==> config.mk <==
export PLATFORM = sky130hd
export DESIGN_NAME = zst_judge
export DESIGN_NICKNAME = d
export VERILOG_FILES = /design/src/rtl/zhang_suen_thinning_pass_macros.svh /design/src/rtl/zst_pkg.sv /design/src/rtl/zst_judge.sv
export SDC_FILE = /design/constraint.sdc
export NUM_CORES = 1
export LEC_CHECK = 0
export BUFFER_PORTS_ARGS = -buffer_cell sky130_fd_sc_hd__buf_4
export CAP_MARGIN = 15
export CORE_MARGIN = 8
export CORE_UTILIZATION = 45
export CTS_CLUSTER_DIAMETER = 40
export DETAILED_ROUTE_END_ITERATION = 12
export GPL_TIMING_DRIVEN = 0
export PLACE_DENSITY_LB_ADDON = 0.05
export REMOVE_ABC_BUFFERS = 1
export SLEW_MARGIN = 40
export SYNTH_ARGS = -nofsm -noshare
export SYNTH_HDL_FRONTEND = slang
export SYNTH_SLANG_ARGS = --single-unit
==> constraint.sdc <==
create_clock -name i_clk -period 5.4 [get_ports i_clk]
set_input_delay 0.54 -clock i_clk [delete_from_list [all_inputs] [get_ports i_clk]]
set_output_delay 0.54 -clock i_clk [all_outputs]
set_load 0.05 [all_outputs]
==> src/rtl/zhang_suen_thinning_pass_macros.svh <==
// Assertion macros for the thinning pass. Each macro samples on i_clk and is
// disabled while i_rst_n is low, so it can only be used inside a module that
// has both of those ports.
`ifndef ZHANG_SUEN_THINNING_PASS_MACROS_SVH
`define ZHANG_SUEN_THINNING_PASS_MACROS_SVH

`ifndef SYNTHESIS

// The condition must never be true at a clock edge.
`define ZSTP_ASSERT_NEVER(label, cond) \
    label: assert property (@(posedge i_clk) disable iff (!i_rst_n) !(cond)) \
        else $error("zstp assertion failed: condition must never hold");

// The consequent must hold in the same cycle as the antecedent.
`define ZSTP_ASSERT_IMPLY(label, ante, cons) \
    label: assert property (@(posedge i_clk) disable iff (!i_rst_n) (ante) |-> (cons)) \
        else $error("zstp assertion failed: same-cycle implication");

// The consequent must hold in the cycle after the antecedent.
`define ZSTP_ASSERT_NEXT(label, ante, cons) \
    label: assert property (@(posedge i_clk) disable iff (!i_rst_n) (ante) |=> (cons)) \
        else $error("zstp assertion failed: next-cycle implication");

`else

`define ZSTP_ASSERT_NEVER(label, cond)
`define ZSTP_ASSERT_IMPLY(label, ante, cons)
`define ZSTP_ASSERT_NEXT(label, ante, cons)

`endif

`endif

==> src/rtl/zst_pkg.sv <==
package zst_pkg;

    // Default line buffer depth in pixels.
    localparam int MAX_WIDTH_DEF = 2048;

    // Field and counter widths fixed by the register map and the stream format.
    localparam int DIM_W      = 12;
    localparam int ROW_W      = 13;
    localparam int TOTAL_W    = 23;
    localparam int IN_DATA_W  = 8;
    localparam int OUT_DATA_W = 32;
    localparam int OUT_PAD_W  = OUT_DATA_W - TOTAL_W - 2;

    // Each line buffer entry holds the upper row bit and the middle row bit.
    localparam int LINE_BITS = 2;
    localparam int LINE_MID  = 0;
    localparam int LINE_UP   = 1;

    // Neighbor count limits for a removable pixel.
    localparam int NEIGH_MIN = 2;
    localparam int NEIGH_MAX = 6;

    // Result queue.
    localparam int FIFO_DEPTH = 4;
    localparam int FIFO_AW    = $clog2(FIFO_DEPTH);
    localparam int FIFO_CW    = $clog2(FIFO_DEPTH + 1);

    // Configuration register indexes.
    typedef enum logic [1:0] {
        CFG_SUBITER = 2'd0,
        CFG_BG_ONES = 2'd1,
        CFG_WIDTH   = 2'd2,
        CFG_HEIGHT  = 2'd3
    } t_cfg_index;

    // Input word kinds.
    typedef enum logic {
        OP_PIXEL = 1'b0,
        OP_DRAIN = 1'b1
    } t_op;

    // Window handed to the judge stage: bit slot*3+row, slot 0 is west.
    typedef struct packed {
        logic       last;
        logic [8:0] win;
    } t_judge_req;

    // One result word.
    typedef struct packed {
        logic [TOTAL_W-1:0] removed_total;
        logic               frame_last;
        logic               removed;
        logic               out_pixel;
    } t_result;

endpackage

==> src/rtl/zst_judge.sv <==
module zst_judge
    import zst_pkg::*;
(
    input  logic       i_clk,
    input  logic       i_rst_n,
    input  logic       i_valid,
    input  t_judge_req i_req,
    input  logic       i_subiter,
    input  logic       i_bg_ones,
    output logic       o_valid,
    output t_result    o_res
);

    logic [TOTAL_W-1:0] r_removed_cnt;
    logic [TOTAL_W-1:0] n_removed_cnt;
    logic [7:0]         w_ring;
    logic [3:0]         w_cnt;
    logic [3:0]         w_steps;
    logic               w_pass;
    logic               w_center;
    logic               w_rm;
    logic [TOTAL_W-1:0] w_total;

    // Ring order N, NE, E, SE, S, SW, W, NW.
    always_comb begin
        w_ring[0] = i_req.win[3];
        w_ring[1] = i_req.win[6];
        w_ring[2] = i_req.win[7];
        w_ring[3] = i_req.win[8];
        w_ring[4] = i_req.win[5];
        w_ring[5] = i_req.win[2];
        w_ring[6] = i_req.win[1];
        w_ring[7] = i_req.win[0];
        w_center  = i_req.win[4];
    end

    // Neighbor count and background-to-foreground steps around the ring.
    always_comb begin
        w_cnt   = '0;
        w_steps = '0;
        for (int i = 0; i < 8; i++) begin
            w_cnt = w_cnt + 4'(w_ring[i]);
            if (!w_ring[i] && w_ring[(i + 1) & 7]) begin
                w_steps = w_steps + 4'd1;
            end
        end
    end

    // Directional product test of the selected subiteration.
    always_comb begin
        if (i_subiter) begin
            w_pass = !(w_ring[0] & w_ring[2] & w_ring[6]) && !(w_ring[0] & w_ring[4] & w_ring[6]);
        end else begin
            w_pass = !(w_ring[0] & w_ring[2] & w_ring[4]) && !(w_ring[2] & w_ring[4] & w_ring[6]);
        end
    end

    // Removal decision and the saturating running count.
    always_comb begin
        w_rm = w_center && (w_cnt >= 4'(NEIGH_MIN)) && (w_cnt <= 4'(NEIGH_MAX))
            && (w_steps == 4'd1) && w_pass;
        if (w_rm && (r_removed_cnt != '1)) begin
            w_total = r_removed_cnt + 1'b1;
        end else begin
            w_total = r_removed_cnt;
        end
        n_removed_cnt = r_removed_cnt;
        if (i_valid) begin
            n_removed_cnt = i_req.last ? '0 : w_total;
        end
    end

    always_ff @(posedge i_clk) begin
        if (!i_rst_n) begin
            r_removed_cnt <= '0;
        end else begin
            r_removed_cnt <= n_removed_cnt;
        end
    end

    assign o_valid             = i_valid;
    assign o_res.out_pixel     = (w_center & ~w_rm) ^ i_bg_ones;
    assign o_res.removed       = w_rm;
    assign o_res.frame_last    = i_req.last;
    assign o_res.removed_total = w_total;

endmodule

# After elaboration in Yosys (flattened, before gate mapping)
# Cells that the tools add are included.
[totals]
elab_cells = 68
register_bits = 23
out_inout_bits = 27
[classes]
n_lt_le_gt_ge = 2
muxes = 11
n_eq_ne = 2
n_bitwise = 10
n_reduce_logical = 27
n_addsub = 15
[op_table]
columns = ["op", "count"]
rows = [
  ["2-to-1 mux 23 bit", 2],
  ["adder 4 x 1 -> 4 bit (second input constant)", 7],
  ["2-to-1 mux 4 bit", 7],
  ["adder 23 x 1 -> 23 bit (second input constant)", 1],
  ["!= test 23 bit (second input constant)", 1],
  ["adder 4 x 1 -> 4 bit", 4],
  ["logical AND 1 bit", 15],
  ["logical NOT 1 bit", 12],
  ["bitwise AND 1 bit", 8],
  ["adder 3 x 1 -> 4 bit", 1],
  ["== test 4 x 1 -> 1 bit (second input constant)", 1],
  [">= comparator 4 x 2 -> 1 bit (second input constant)", 1],
  ["<= comparator 4 x 3 -> 1 bit (second input constant)", 1],
  ["adder 2 x 1 -> 3 bit", 1],
  ["adder 1 x 1 -> 2 bit", 1],
  ["2-to-1 mux 1 bit", 2],
  ["inverter 1 bit", 1],
  ["XOR 1 bit", 1],
]

# Longest topological paths before layout
[logic_depth]
ltp_word = 23
depth_mapped = 26
depth_no_buf = 23

# Worst setup path before layout
# No wires, ideal clock.
[synth_path]
path_type = "in2out"
from = "input i_req[8] (netlist bit)"
to = "output o_res[11] (netlist bit)"
path_stages = 25
n_path_buf = 2
path_slack_ps = -645
arrival_ps = 5505
cell_sequence = "clkbuf_1 > nor2b_1 > xnor2_1 > a21oi_1 > ha_1 > nand3b_1 > nand2_1 > ha_1 > mux2_2 > ha_1 > nor2b_1 > a311oi_1 > a21o_1 > ha_1 > mux2_2 > ha_1 > inv_1 > nand2_1 > a2111oi_0 > a211o_1 > nand3_4 > inv_4 > buf_6 > nand4_1 > xnor2_1"
[synth_lines]
columns = ["element", "line_no", "text"]
rows = [
  ["from (decl)", "zst_judge.sv:7", "input t_judge_req i_req,"],
  ["to (decl)", "zst_judge.sv:11", "output t_result o_res"],
]

==> metrics <==
non-filler cells, final 463; Initial Utilization between 40% and 50%; fraction of registers with async set/reset 0%; status complete, but fails checks; #FFs+latches synth 23; vias in the first global route 2707; critical path launch point i_req[8]; PortBufs slightly above 40; Int Pwr 349 µW; I/O pin count 42; largest registers r_removed_cnt: 23 flops; HP Class reg2reg; Mean Syn Cell Area slightly below 8 µm²; first-pass GRT wire length 13.2 mm; root buffer cell clkbuf_8; share of layout cells above drive strength 1 30.7%; gpl congestion 0.794; Inserted Diodes 0; worst vdd ir roughly 0.09 mV; CTS H-tree lvls 1; CP startpoint kind input pin; RR Endpoint r_removed_cnt[4]$_SDFFE_PN0P_; fin nets 418; Tcrit/Tclk final 103%; RSZ-0062 raised after global routing yes; CP Class in2out; largest net degree at the start of global routing 29; Ys Warns 0; Detailed Place HPWL roughly 5.2 mm; die height between 90 and 100 µm; PD cells 162 mW/mm²; Seq/Total Area, Yosys around 17%; DRC 0; Crit path required time about 4900 ps; die width roughly 93 µm; critical path endpoint o_res[16]; Bufs and invs on worst path 5; Achievable Freq about 0.18 GHz; Top delay family on crit path adder cells; Synth Instances around 350; Area growth, synth to finish 31.2%; Post-synth top cells inv_1, nand2_1, dfxtp_1, xnor2_1, and3_1; CP max stage cell ha_4; CTS tree yes; top-area cell type share of the netlist area around 17%; Flop pwr share between 20% and 30%; failing checks negative setup slack; # clock sinks 23; wire per inst roughly 18 µm; Slew @ Worst Pin roughly 900 ps; placed cells roughly 440; reg2reg path depth 7; Largest stage delay, worst path ~280 ps; Slew HR approximately two fifths; Setup Slack @ Placement -763 ps; setup violators final 23; total chip power about 570 µW; Synth cell types between 60 and 70; Clock Skews ~6.8 ps; Vias between 2000 and 3000; # hold bufs at CTS 0; TritonRoute pass-1 iters 4; Initial DRC Count between 100 and 150; fill count 546; Worst Hold Margin ~520 ps; net switching power between 200 and 250 µW; Synth area leader dfxtp_1; CP Depth 26; clk slew on worst S/H paths ~90 ps; final hold violation count 0; Most common cell on crit path ha_4; clock buffer depth 2; die area ~0.0087 mm²; largest cells by area after synthesis dfxtp_1, xnor2_1, ha_1; clock share of power 19.9%; row cnt 28; floorplan core area approximately 0.0059 mm²; max reg flops 23; GRT Resource Usage Total 18.2%; remaining antenna violation count 0; antenna violations before repair 0; Final Max Tran Viols 0; final wirelength 8.14 mm; switching share of power roughly 39%; most flop-heavy register r_removed_cnt; Post-synth EDFFs 0; post-route setup slack -169 ps; Critical Path Sink Type output pin; crit path max fanout 7; CTS buffer count 3; R2R Setup Slk 2240 ps; grt ovf 0; Critical Path AT just over 5000 ps; Tmin final around 5600 ps; Via density ~6.0; Comb power frac between 50 and 60%; Mapped Area about 0.0027 mm²; Synth Flop Type dfxtp_1; Leakage approximately 1.5 nW; Worst-Skew Late Latency between 200 and 300 ps; origin of the critical flop-to-flop path r_removed_cnt[7]$_SDFFE_PN0P_; Max-cap violations 0
## timing repair
item | in CTS | in global routing
resized for setup | 29 | 37
pin swaps | 13 | 17
setup buffers | 15 | 6
endpoints found under the setup margin | 25 | 25
hold endpoints to repair | 0 | 0
cloned | 3 | 0
## logic make-up after synthesis
family	count (synthesis)	synth area share [%]
adders and majority gates	14	7.61
xor gates and xnor gates	29	9.42
muxes	2	0.836
AOI/OAI and AO/OA	73	22.1
DFF	23	17.1
buffers and inverters	53	9.42
and+or+nand+nor	153	33.5
## worst register-to-register path: cells and delay by family, from the launching register on
| kind | cells | cell delay, ps |
|---|---|---|
| AND/OR/NAND/NOR | 5 | 1960 |
| AO/OA/AOI/OAI | 2 | 620 |
| flip-flops | 1 | 490 |
## cells in the final DEF (no fill, tap or decap), drive strengths merged, types with 7 or more instances in the layout
cell type	count
nor3	8
and3	18
ha	10
buf	60
a31o	7
xnor2	23
nand4	16
and2	8
o211ai	7
nor2	15
nor2b	9
a31oi	11
dfxtp	23
nand2b	9
nand3	17
nand2	26
and4	7
inv	29
## power by group through the flow
| stage | clock, mW | combinational [mW] | sequential (mW) |
|---|---|---|---|
| floorplan | 0 | 0.133 | 0.174 |
| global placement | 0 | 0.190 | 0.174 |
| detailed placement | 0 | 0.192 | 0.175 |
| CTS | 0.118 | 0.246 | 0.171 |
| global route | 0.127 | 0.309 | 0.171 |
| finish | 0.114 | 0.288 | 0.171 |
## layout make-up
type / instances / area [µm²] / share of cell area, %
clock buffer: 4 / 45.0 / 1.27
inverter: 27 / 116 / 3.29
multi-input combinational: 271 / 2250 / 63.7
sequential: 23 / 460 / 13.0
tap: 75 / 93.8 / 2.65
timing repair buffer: 60 / 542 / 15.3
timing repair inverter: 3 / 26.3 / 0.743
## metal layers
metal	vias up	routed length [µm]	share of wire, %	track usage (%)
li1	1358	-	-	-
met1	1330	3530	43	22.9
met2	76	4070	50	31.1
met3	12	376	4.6	2.08
met4	0	165	2.0	6.04
met5	-	0	0	0
## per-stage QoR
stage / utilization [%] / setup TNS (ps) / area [µm²]
finish: 60.4 / -2470 / 3530
global placement: 50.4 / -16350 / 2950
floorplan: - / -10750 / 2540
CTS: 56.4 / -2350 / 3300
global route: 60.4 / -7870 / 3530
detailed placement: 50.4 / -16350 / 2950
## worst min-delay path by stage
stage                                   start  depth (start not counted)                              to
4_1_cts        r_removed_cnt[19]$_SDFFE_PN0P_                          1  r_removed_cnt[19]$_SDFFE_PN0P_
3_5_place_dp   r_removed_cnt[19]$_SDFFE_PN0P_                          1  r_removed_cnt[19]$_SDFFE_PN0P_
6_report       r_removed_cnt[19]$_SDFFE_PN0P_                          1  r_removed_cnt[19]$_SDFFE_PN0P_
5_1_grt                               i_rst_n                          2  r_removed_cnt[18]$_SDFFE_PN0P_
3_3_place_gp   r_removed_cnt[21]$_SDFFE_PN0P_                          1  r_removed_cnt[21]$_SDFFE_PN0P_
2_1_floorplan  r_removed_cnt[19]$_SDFFE_PN0P_                          1  r_removed_cnt[19]$_SDFFE_PN0P_
Note: power is estimated with default switching activity, not from simulation.
