[config.mk]
export PLATFORM = sky130hd
export DESIGN_NAME = zst_out_fifo
export DESIGN_NICKNAME = d
export VERILOG_FILES = /design/src/rtl/zhang_suen_thinning_pass_macros.svh /design/src/rtl/zst_pkg.sv /design/src/rtl/zst_out_fifo.sv
export SDC_FILE = /design/constraint.sdc
export NUM_CORES = 1
export LEC_CHECK = 0
export ABC_AREA = 1
export ABC_CLOCK_PERIOD_IN_PS = 1850
export BUFFER_PORTS_ARGS = -buffer_cell sky130_fd_sc_hd__buf_4
export CORE_MARGIN = 2
export CORE_UTILIZATION = 56
export CTS_CLUSTER_SIZE = 25
export DETAILED_ROUTE_END_ITERATION = 12
export GPL_TIMING_DRIVEN = 1
export PLACE_DENSITY = 0.82
export SLEW_MARGIN = 20
export SYNTH_ARGS = -nofsm -noshare
export SYNTH_HDL_FRONTEND = slang
export SYNTH_SLANG_ARGS = --single-unit
[constraint.sdc]
create_clock -name i_clk -period 1.85 [get_ports i_clk]
set_input_delay 0.185 -clock i_clk [delete_from_list [all_inputs] [get_ports i_clk]]
set_output_delay 0.185 -clock i_clk [all_outputs]
set_load 0.02 [all_outputs]
[src/rtl/zhang_suen_thinning_pass_macros.svh]
// Assertion macros for the thinning pass. Each macro samples on i_clk and is
// disabled while i_rst_n is low, so it can only be used inside a module that
// has both of those ports.
`ifndef ZHANG_SUEN_THINNING_PASS_MACROS_SVH
`define ZHANG_SUEN_THINNING_PASS_MACROS_SVH

`ifndef SYNTHESIS

// The condition must never be true at a clock edge.
`define ZSTP_ASSERT_NEVER(label, cond) \
    label: assert property (@(posedge i_clk) disable iff (!i_rst_n) !(cond)) \
        else $error("zstp assertion failed: condition must never hold");

// The consequent must hold in the same cycle as the antecedent.
`define ZSTP_ASSERT_IMPLY(label, ante, cons) \
    label: assert property (@(posedge i_clk) disable iff (!i_rst_n) (ante) |-> (cons)) \
        else $error("zstp assertion failed: same-cycle implication");

// The consequent must hold in the cycle after the antecedent.
`define ZSTP_ASSERT_NEXT(label, ante, cons) \
    label: assert property (@(posedge i_clk) disable iff (!i_rst_n) (ante) |=> (cons)) \
        else $error("zstp assertion failed: next-cycle implication");

`else

`define ZSTP_ASSERT_NEVER(label, cond)
`define ZSTP_ASSERT_IMPLY(label, ante, cons)
`define ZSTP_ASSERT_NEXT(label, ante, cons)

`endif

`endif

[src/rtl/zst_pkg.sv]
package zst_pkg;

    // Default line buffer depth in pixels.
    localparam int MAX_WIDTH_DEF = 2048;

    // Field and counter widths fixed by the register map and the stream format.
    localparam int DIM_W      = 12;
    localparam int ROW_W      = 13;
    localparam int TOTAL_W    = 23;
    localparam int IN_DATA_W  = 8;
    localparam int OUT_DATA_W = 32;
    localparam int OUT_PAD_W  = OUT_DATA_W - TOTAL_W - 2;

    // Each line buffer entry holds the upper row bit and the middle row bit.
    localparam int LINE_BITS = 2;
    localparam int LINE_MID  = 0;
    localparam int LINE_UP   = 1;

    // Neighbor count limits for a removable pixel.
    localparam int NEIGH_MIN = 2;
    localparam int NEIGH_MAX = 6;

    // Result queue.
    localparam int FIFO_DEPTH = 4;
    localparam int FIFO_AW    = $clog2(FIFO_DEPTH);
    localparam int FIFO_CW    = $clog2(FIFO_DEPTH + 1);

    // Configuration register indexes.
    typedef enum logic [1:0] {
        CFG_SUBITER = 2'd0,
        CFG_BG_ONES = 2'd1,
        CFG_WIDTH   = 2'd2,
        CFG_HEIGHT  = 2'd3
    } t_cfg_index;

    // Input word kinds.
    typedef enum logic {
        OP_PIXEL = 1'b0,
        OP_DRAIN = 1'b1
    } t_op;

    // Window handed to the judge stage: bit slot*3+row, slot 0 is west.
    typedef struct packed {
        logic       last;
        logic [8:0] win;
    } t_judge_req;

    // One result word.
    typedef struct packed {
        logic [TOTAL_W-1:0] removed_total;
        logic               frame_last;
        logic               removed;
        logic               out_pixel;
    } t_result;

endpackage

[src/rtl/zst_out_fifo.sv]
module zst_out_fifo
    import zst_pkg::*;
(
    input  logic               i_clk,
    input  logic               i_rst_n,
    input  logic               i_push,
    input  t_result            i_data,
    output logic               o_valid,
    input  logic               i_ready,
    output t_result            o_data,
    output logic [FIFO_CW-1:0] o_count
);

    t_result              r_mem [FIFO_DEPTH];
    logic [FIFO_AW-1:0]   r_wr_ptr;
    logic [FIFO_AW-1:0]   r_rd_ptr;
    logic [FIFO_CW-1:0]   r_count;
    logic                 w_pop;

    assign w_pop = (r_count != '0) && i_ready;

    // Storage.
    always_ff @(posedge i_clk) begin
        if (i_push) begin
            r_mem[r_wr_ptr] <= i_data;
        end
    end

    // Pointers and fill level.
    always_ff @(posedge i_clk) begin
        if (!i_rst_n) begin
            r_wr_ptr <= '0;
            r_rd_ptr <= '0;
            r_count  <= '0;
        end else begin
            if (i_push) begin
                r_wr_ptr <= (r_wr_ptr == FIFO_AW'(FIFO_DEPTH - 1)) ? '0 : r_wr_ptr + 1'b1;
            end
            if (w_pop) begin
                r_rd_ptr <= (r_rd_ptr == FIFO_AW'(FIFO_DEPTH - 1)) ? '0 : r_rd_ptr + 1'b1;
            end
            if (i_push && !w_pop) begin
                r_count <= r_count + 1'b1;
            end else if (!i_push && w_pop) begin
                r_count <= r_count - 1'b1;
            end
        end
    end

    assign o_valid = (r_count != '0);
    assign o_data  = r_mem[r_rd_ptr];
    assign o_count = r_count;

endmodule

* Yosys cells after proc, flatten, opt, wreduce, memory -nomap -nowiden
Memory sizes are Yosys's and may differ from the RTL's. A register that Yosys moved wholly into a read port is not among the register bits.
Cells that the tools add are included.
** Storage, ports and cells
- Register bits :: 7
- Output and inout bits :: 30
- Word-level logic and storage cells :: 25
- Bits in writable memories :: 104
- Memories kept :: 1
- Input port bits :: 30
** Operators by class
- $add $sub $neg :: 4
- Reductions and logical operators :: 7
- Equality and inequality tests :: 2
- Muxes and demuxes :: 8
** Memories
- r_mem :: words 4, bits a word 26, rd ports 1, clocked after memory_dff 1, write ports 1, line zst_out_fifo.sv:14 : t_result r_mem [FIFO_DEPTH];
** Operators by type and width (number)
- 2-bit two-way mux :: 4
- 3-bit two-way mux :: 2
- 2-bit by 1-bit adder with 2-bit output (second input constant) :: 2
- 2-bit == test (second input constant) :: 2
- 3-bit by 1-bit adder with 3-bit output (second input constant) :: 1
- 1-bit logical AND :: 3
- 3-bit nonzero test :: 1
- 3-bit by 1-bit subtractor with 3-bit output (second input constant) :: 1
- 1-bit logical NOT :: 2
- 1-bit two-way mux :: 2
- 2-bit nonzero test :: 1

* Logic depth before layout (Yosys ltp)
- Depth after elaboration :: 5
- Gate-level depth with buffers :: 12
- Depth with buffers taken out :: 12

* Worst setup path after synthesis
OpenSTA, ideal clock, no wires.
- Path type :: register -> register
- From :: register r_count[0] (netlist: o_count[0])
- To :: register r_count[1] (netlist: o_count[1])
- Library setup time :: 0.116 ns
- Arrival time :: 1.762 ns
- Period minus slack after synthesis :: 1.878 ns
- Path buffers :: 0
- Required time :: 1.734 ns
- Cell stages (with the launch flop) :: 9
- Setup slack :: -0.028 ns
- Cells stage by stage :: dfxtp_1 nor2_1 nand2_1 nand2_1 ha_1 inv_1 fa_1 o21ai_0 nor2_1
** On the way
- Cells in the longest elaborated chain, start to end :: 5
- Elaborated cells on any way between the ends :: 10
- Classes of those cells :: add/sub (2); mux (2); reduce/logical (6)
** Ends and longest elaborated chain
- start: declaration :: line zst_out_fifo.sv:17 : logic [FIFO_CW-1:0] r_count;
- start signal: assignment :: line zst_out_fifo.sv:43 : r_count <= r_count + 1'b1;
- start signal: assignment :: line zst_out_fifo.sv:45 : r_count <= r_count - 1'b1;
- 3-bit nonzero test (*)
- named net o_valid :: line zst_out_fifo.sv:8 : output logic o_valid,
- 1-bit logical AND (*) :: line zst_out_fifo.sv:20 : assign w_pop = (r_count != '0) && i_ready;
- 1-bit logical NOT :: line zst_out_fifo.sv:42 : if (i_push && !w_pop) begin
- 1-bit logical AND :: line zst_out_fifo.sv:42
- 3-bit two-way mux or 2-bit nonzero test (tied branches)
The timed path passes the listed nets; every way through them passes the cells marked *. The select of a mux whose other input is x is not followed.
A chain may end at the register's enable or synchronous reset.

==> key figures <==
Status
  • Outcome: complete, but fails checks
  • Violated checks: setup timing

Worst setup path
  • Critical path buffer and inverter count: 3
  • Critical Path Sink: o_data[12]
  • Worst setup path class: reg2out
  • Top delay family on crit path: buffers and inverters
  • Crit-path cells: buf_12 -> clkinv_16 -> o21ai_0 -> o22ai_1 -> buf_4
  • Worst-path fanout max: 52
  • Crit path required time: 1.66 ns
  • Crit path DAT: 1.68 ns
  • Worst flop-to-flop path endpoint: o_count[2]$_SDFFE_PN0P_
  • CP Depth: 5
  • Max incr delay on CP: 0.39 ns
  • FF-to-FF Start: o_count[1]$_SDFFE_PN0P_
  • CP max stage cell: dfxtp_4
  • Crit. End Element: primary output
  • Worst R2R Path Depth: 12
  • Setup slack, reg-to-reg: 0.08 ns
  • Critical Path Source Type: flip-flop

Synth
  • Count leader, synth: edfxtp_1
  • Mapped Area: 4320 sq um
  • Post-synthesis xor/xnor area fraction: 0.203%
  • Area contributors post-synth: edfxtp_1, nor2_1, o21ai_0
  • Unique masters post-synth: 21
  • Synth Register Bits: 113
  • Complex-gate fraction of the synthesized area: 10.4%
  • Asr flop ratio synth: 0%
  • Post-synthesis adder-cell area fraction: 2.20%
  • Number of synthesized flops with an enable pin: 104
  • Warnings from Yosys: 0
  • Synth top cells by count: edfxtp_1, nor2_1, o21ai_0, o22ai_1, o21ai_1
  • Post-synth top area cell: edfxtp_1
  • Part of the Yosys area used for sequential elements: 76.5%
  • Cells after Synth: 314
  • Mux cell area share after synthesis: 0%
  • Simple-gate area share of the yosys netlist: 7.07%
  • Synth top area share: 72.3%
  • Largest family of logic cells by synthesized area: compound AO/OA/AOI/OAI gates
  • Avg Cell Area, Syn: 13.8 sq um
  • Synth Flop Type: edfxtp_1
  • Net Count, Synth: 351

Timing
  • # setup viols final: 1
  • Final clock skew: 0.00761 ns
  • Worst-Margin Slew: 0.320 ns
  • Unrepaired setup endpoints after global routing: true
  • Tcrit/Tclk final: 101%
  • Final Hold Viols: 0
  • Max-slew headroom: 78.6%
  • Final hold slack: 0.0383 ns
  • Maximum clock frequency: 536 MHz
  • Post-route setup slack: -0.0146 ns
  • Slew Viols, Final: 0
  • Min Tclk post-route: 1.86 ns
  • Accumulated negative setup slack: -0.0146 ns

Floorplan
  • Die ar.: 8430 sq um
  • Die Y: 91.8 microns
  • Initial Util: 56.8%
  • Core Area: 7610 sq um
  • Row count: 32
  • Die width: 91.8 microns
  • Top Ports: 60

Run
  • Max_cap viols: 0

Global route
  • Pin count of the biggest net entering global routing: 53
  • Initial antenna violation count: 0
  • GRT Resource Usage Total: 24.4%
  • Vias in the first global route: 2970
  • Grt ovf: 0
  • First-pass GRT wire length: 14900 microns

Final layout
  • Share of cells above drive strength 1: 28.3%
  • N_diodes: 0
  • Area delta synth->final: 38.1%
  • # nets final: 459
  • Post-route cell area: 5960 sq um

Detailed routing
  • Initial drt markers: 462
  • DR WL/cell: 20.7 microns
  • DR vias/cell: 5.71
  • Routed Wire Length: 11100 microns
  • Antenna Nets Post-Route: 0
  • DRC Markers: 0
  • TritonRoute pass-1 iters: 5
  • Via count: 3065

Power and ir drop
  • Worst VDD drop: 1.06 mV
  • Internal: 5.93 mW
  • Leak: 2.26 nW
  • Sw Share: 33.2%
  • Flop pwr share: 34.9%
  • PnR Total Power: 8.87 mW
  • Clock power share: 32.4%
  • Pwr/cell area: 1490 nW/um^2
  • Switching pwr: 2.94 mW
  • Comb pwr share: 32.7%

Clock tree
  • CTS H-Tree Depth: 4
  • CTS tree: done
  • Clock-pin slew on the worst setup and hold paths: 0.05 ns
  • CTS Root Cell: clkbuf_8
  • CTS Sinks: 113
  • Clock Tree Buf Depth: 2
  • CTS Buf Count: 17
  • Clk_lat worst skew: 0.51 ns

Placement
  • Routability Congestion: 0.743
  • Worst slack at placement: 0.0953 ns
  • Buffers on Ports: 59
  • Post-DP HPWL: 5000 microns
  • Area after DPL: 4900 sq um

Worst hold path
  • Worst hold path class: in2reg
metal layers:
metal / part of all wire, % / vias to the layer above / global-route usage [%]
met1: 37 / 1489 / 27.6
met2: 52 / 182 / 41.5
met3: 8.5 / 26 / 8.13
li1: - / 1368 / -
met5: 0 / - / 0
met4: 2.4 / 0 / 12.1
per-stage QoR:
stage          utilization, %  std cells
2_1_floorplan               -        314
3_3_place_gp             64.4        470
3_5_place_dp             64.4        470
4_1_cts                  75.1        530
5_1_grt                  78.4        537
6_report                 78.4        537
registers in the layout, indices dropped and copies added, names as in the netlist, named ones only:
name,count
r_rd_ptr,2
o_count,3
r_mem,104
r_wr_ptr,2
power groups by stage:
| stage | clock [mW] | sequential (mW) | combinational [mW] |
|---|---|---|---|
| finish | 2.88 | 3.09 | 2.90 |
| global route | 3.02 | 3.10 | 3.08 |
| CTS | 2.81 | 3.07 | 2.41 |
| detailed placement | 0 | 3.11 | 2.32 |
| global placement | 0 | 3.09 | 2.24 |
| floorplan | 0 | 3.13 | 1.42 |
placed cells by master, fill, tap and decap left out, drive strengths merged:
master	Yosys	final
nand2	13	13
bufinv	0	1
nor2	62	62
clkinvlp	0	2
edfxtp	104	104
clkinv	0	11
dlygate4sd3	0	28
o22ai	26	26
buf	15	72
clkbuf	0	23
nor3	1	1
a21oi	3	3
fa	1	1
nand3b	1	1
nand3	1	1
nand4	1	1
o21ai	54	54
ha	6	6
dfxtp	9	9
inv	16	15
xor2	1	1
logic make-up (layout without fill, tap and decap cells):
group	count (synthesis)	after routing
compound gates	83	83
xor+xnor	1	1
fa+ha+maj	7	7
buf+inv	31	152
flops	113	113
simple gates	79	79
how the worst min path moves through the flow:
stage               startpoint                       end  slack, ns  depth (start not counted)
floorplan            i_data[0]     r_mem[0][0]$_DFFE_PP_       0.28                          0
global placement    i_data[10]    r_mem[0][10]$_DFFE_PP_       0.39                          1
detailed placement   i_data[5]     r_mem[3][5]$_DFFE_PP_       0.39                          1
CTS                     i_push  r_wr_ptr[1]$_SDFFE_PN0P_       0.02                          3
global route            i_push  r_wr_ptr[1]$_SDFFE_PN0P_       0.05                          3
finish                  i_push  r_wr_ptr[1]$_SDFFE_PN0P_       0.04                          3
repair_timing:
| item | in CTS | in global routing |
|---|---|---|
| hold endpoints to repair | 113 | 0 |
| pin swaps | 0 | 6 |
| endpoints found under the setup margin | 26 | 28 |
| setup buffers | 0 | 3 |
| gates resized for setup | 6 | 45 |
| gates cloned | 0 | 4 |
| hold buffers | 28 | 0 |
tightest hold or removal path: stages:
cell     delay [ns]
buf_4          0.14
inv_1          0.10
a21oi_1        0.08
cell type report:
class / instances / area (sq um)
multi-input cells: 170 / 911
clock inverters: 13 / 96.3
flip-flops and latches: 113 / 3310
fillers: 417 / 1640
well taps: 102 / 128
clock buffers: 19 / 422
repair buffers: 104 / 1000
inverters: 16 / 91.3
Note: power is estimated with default switching activity, not from simulation.
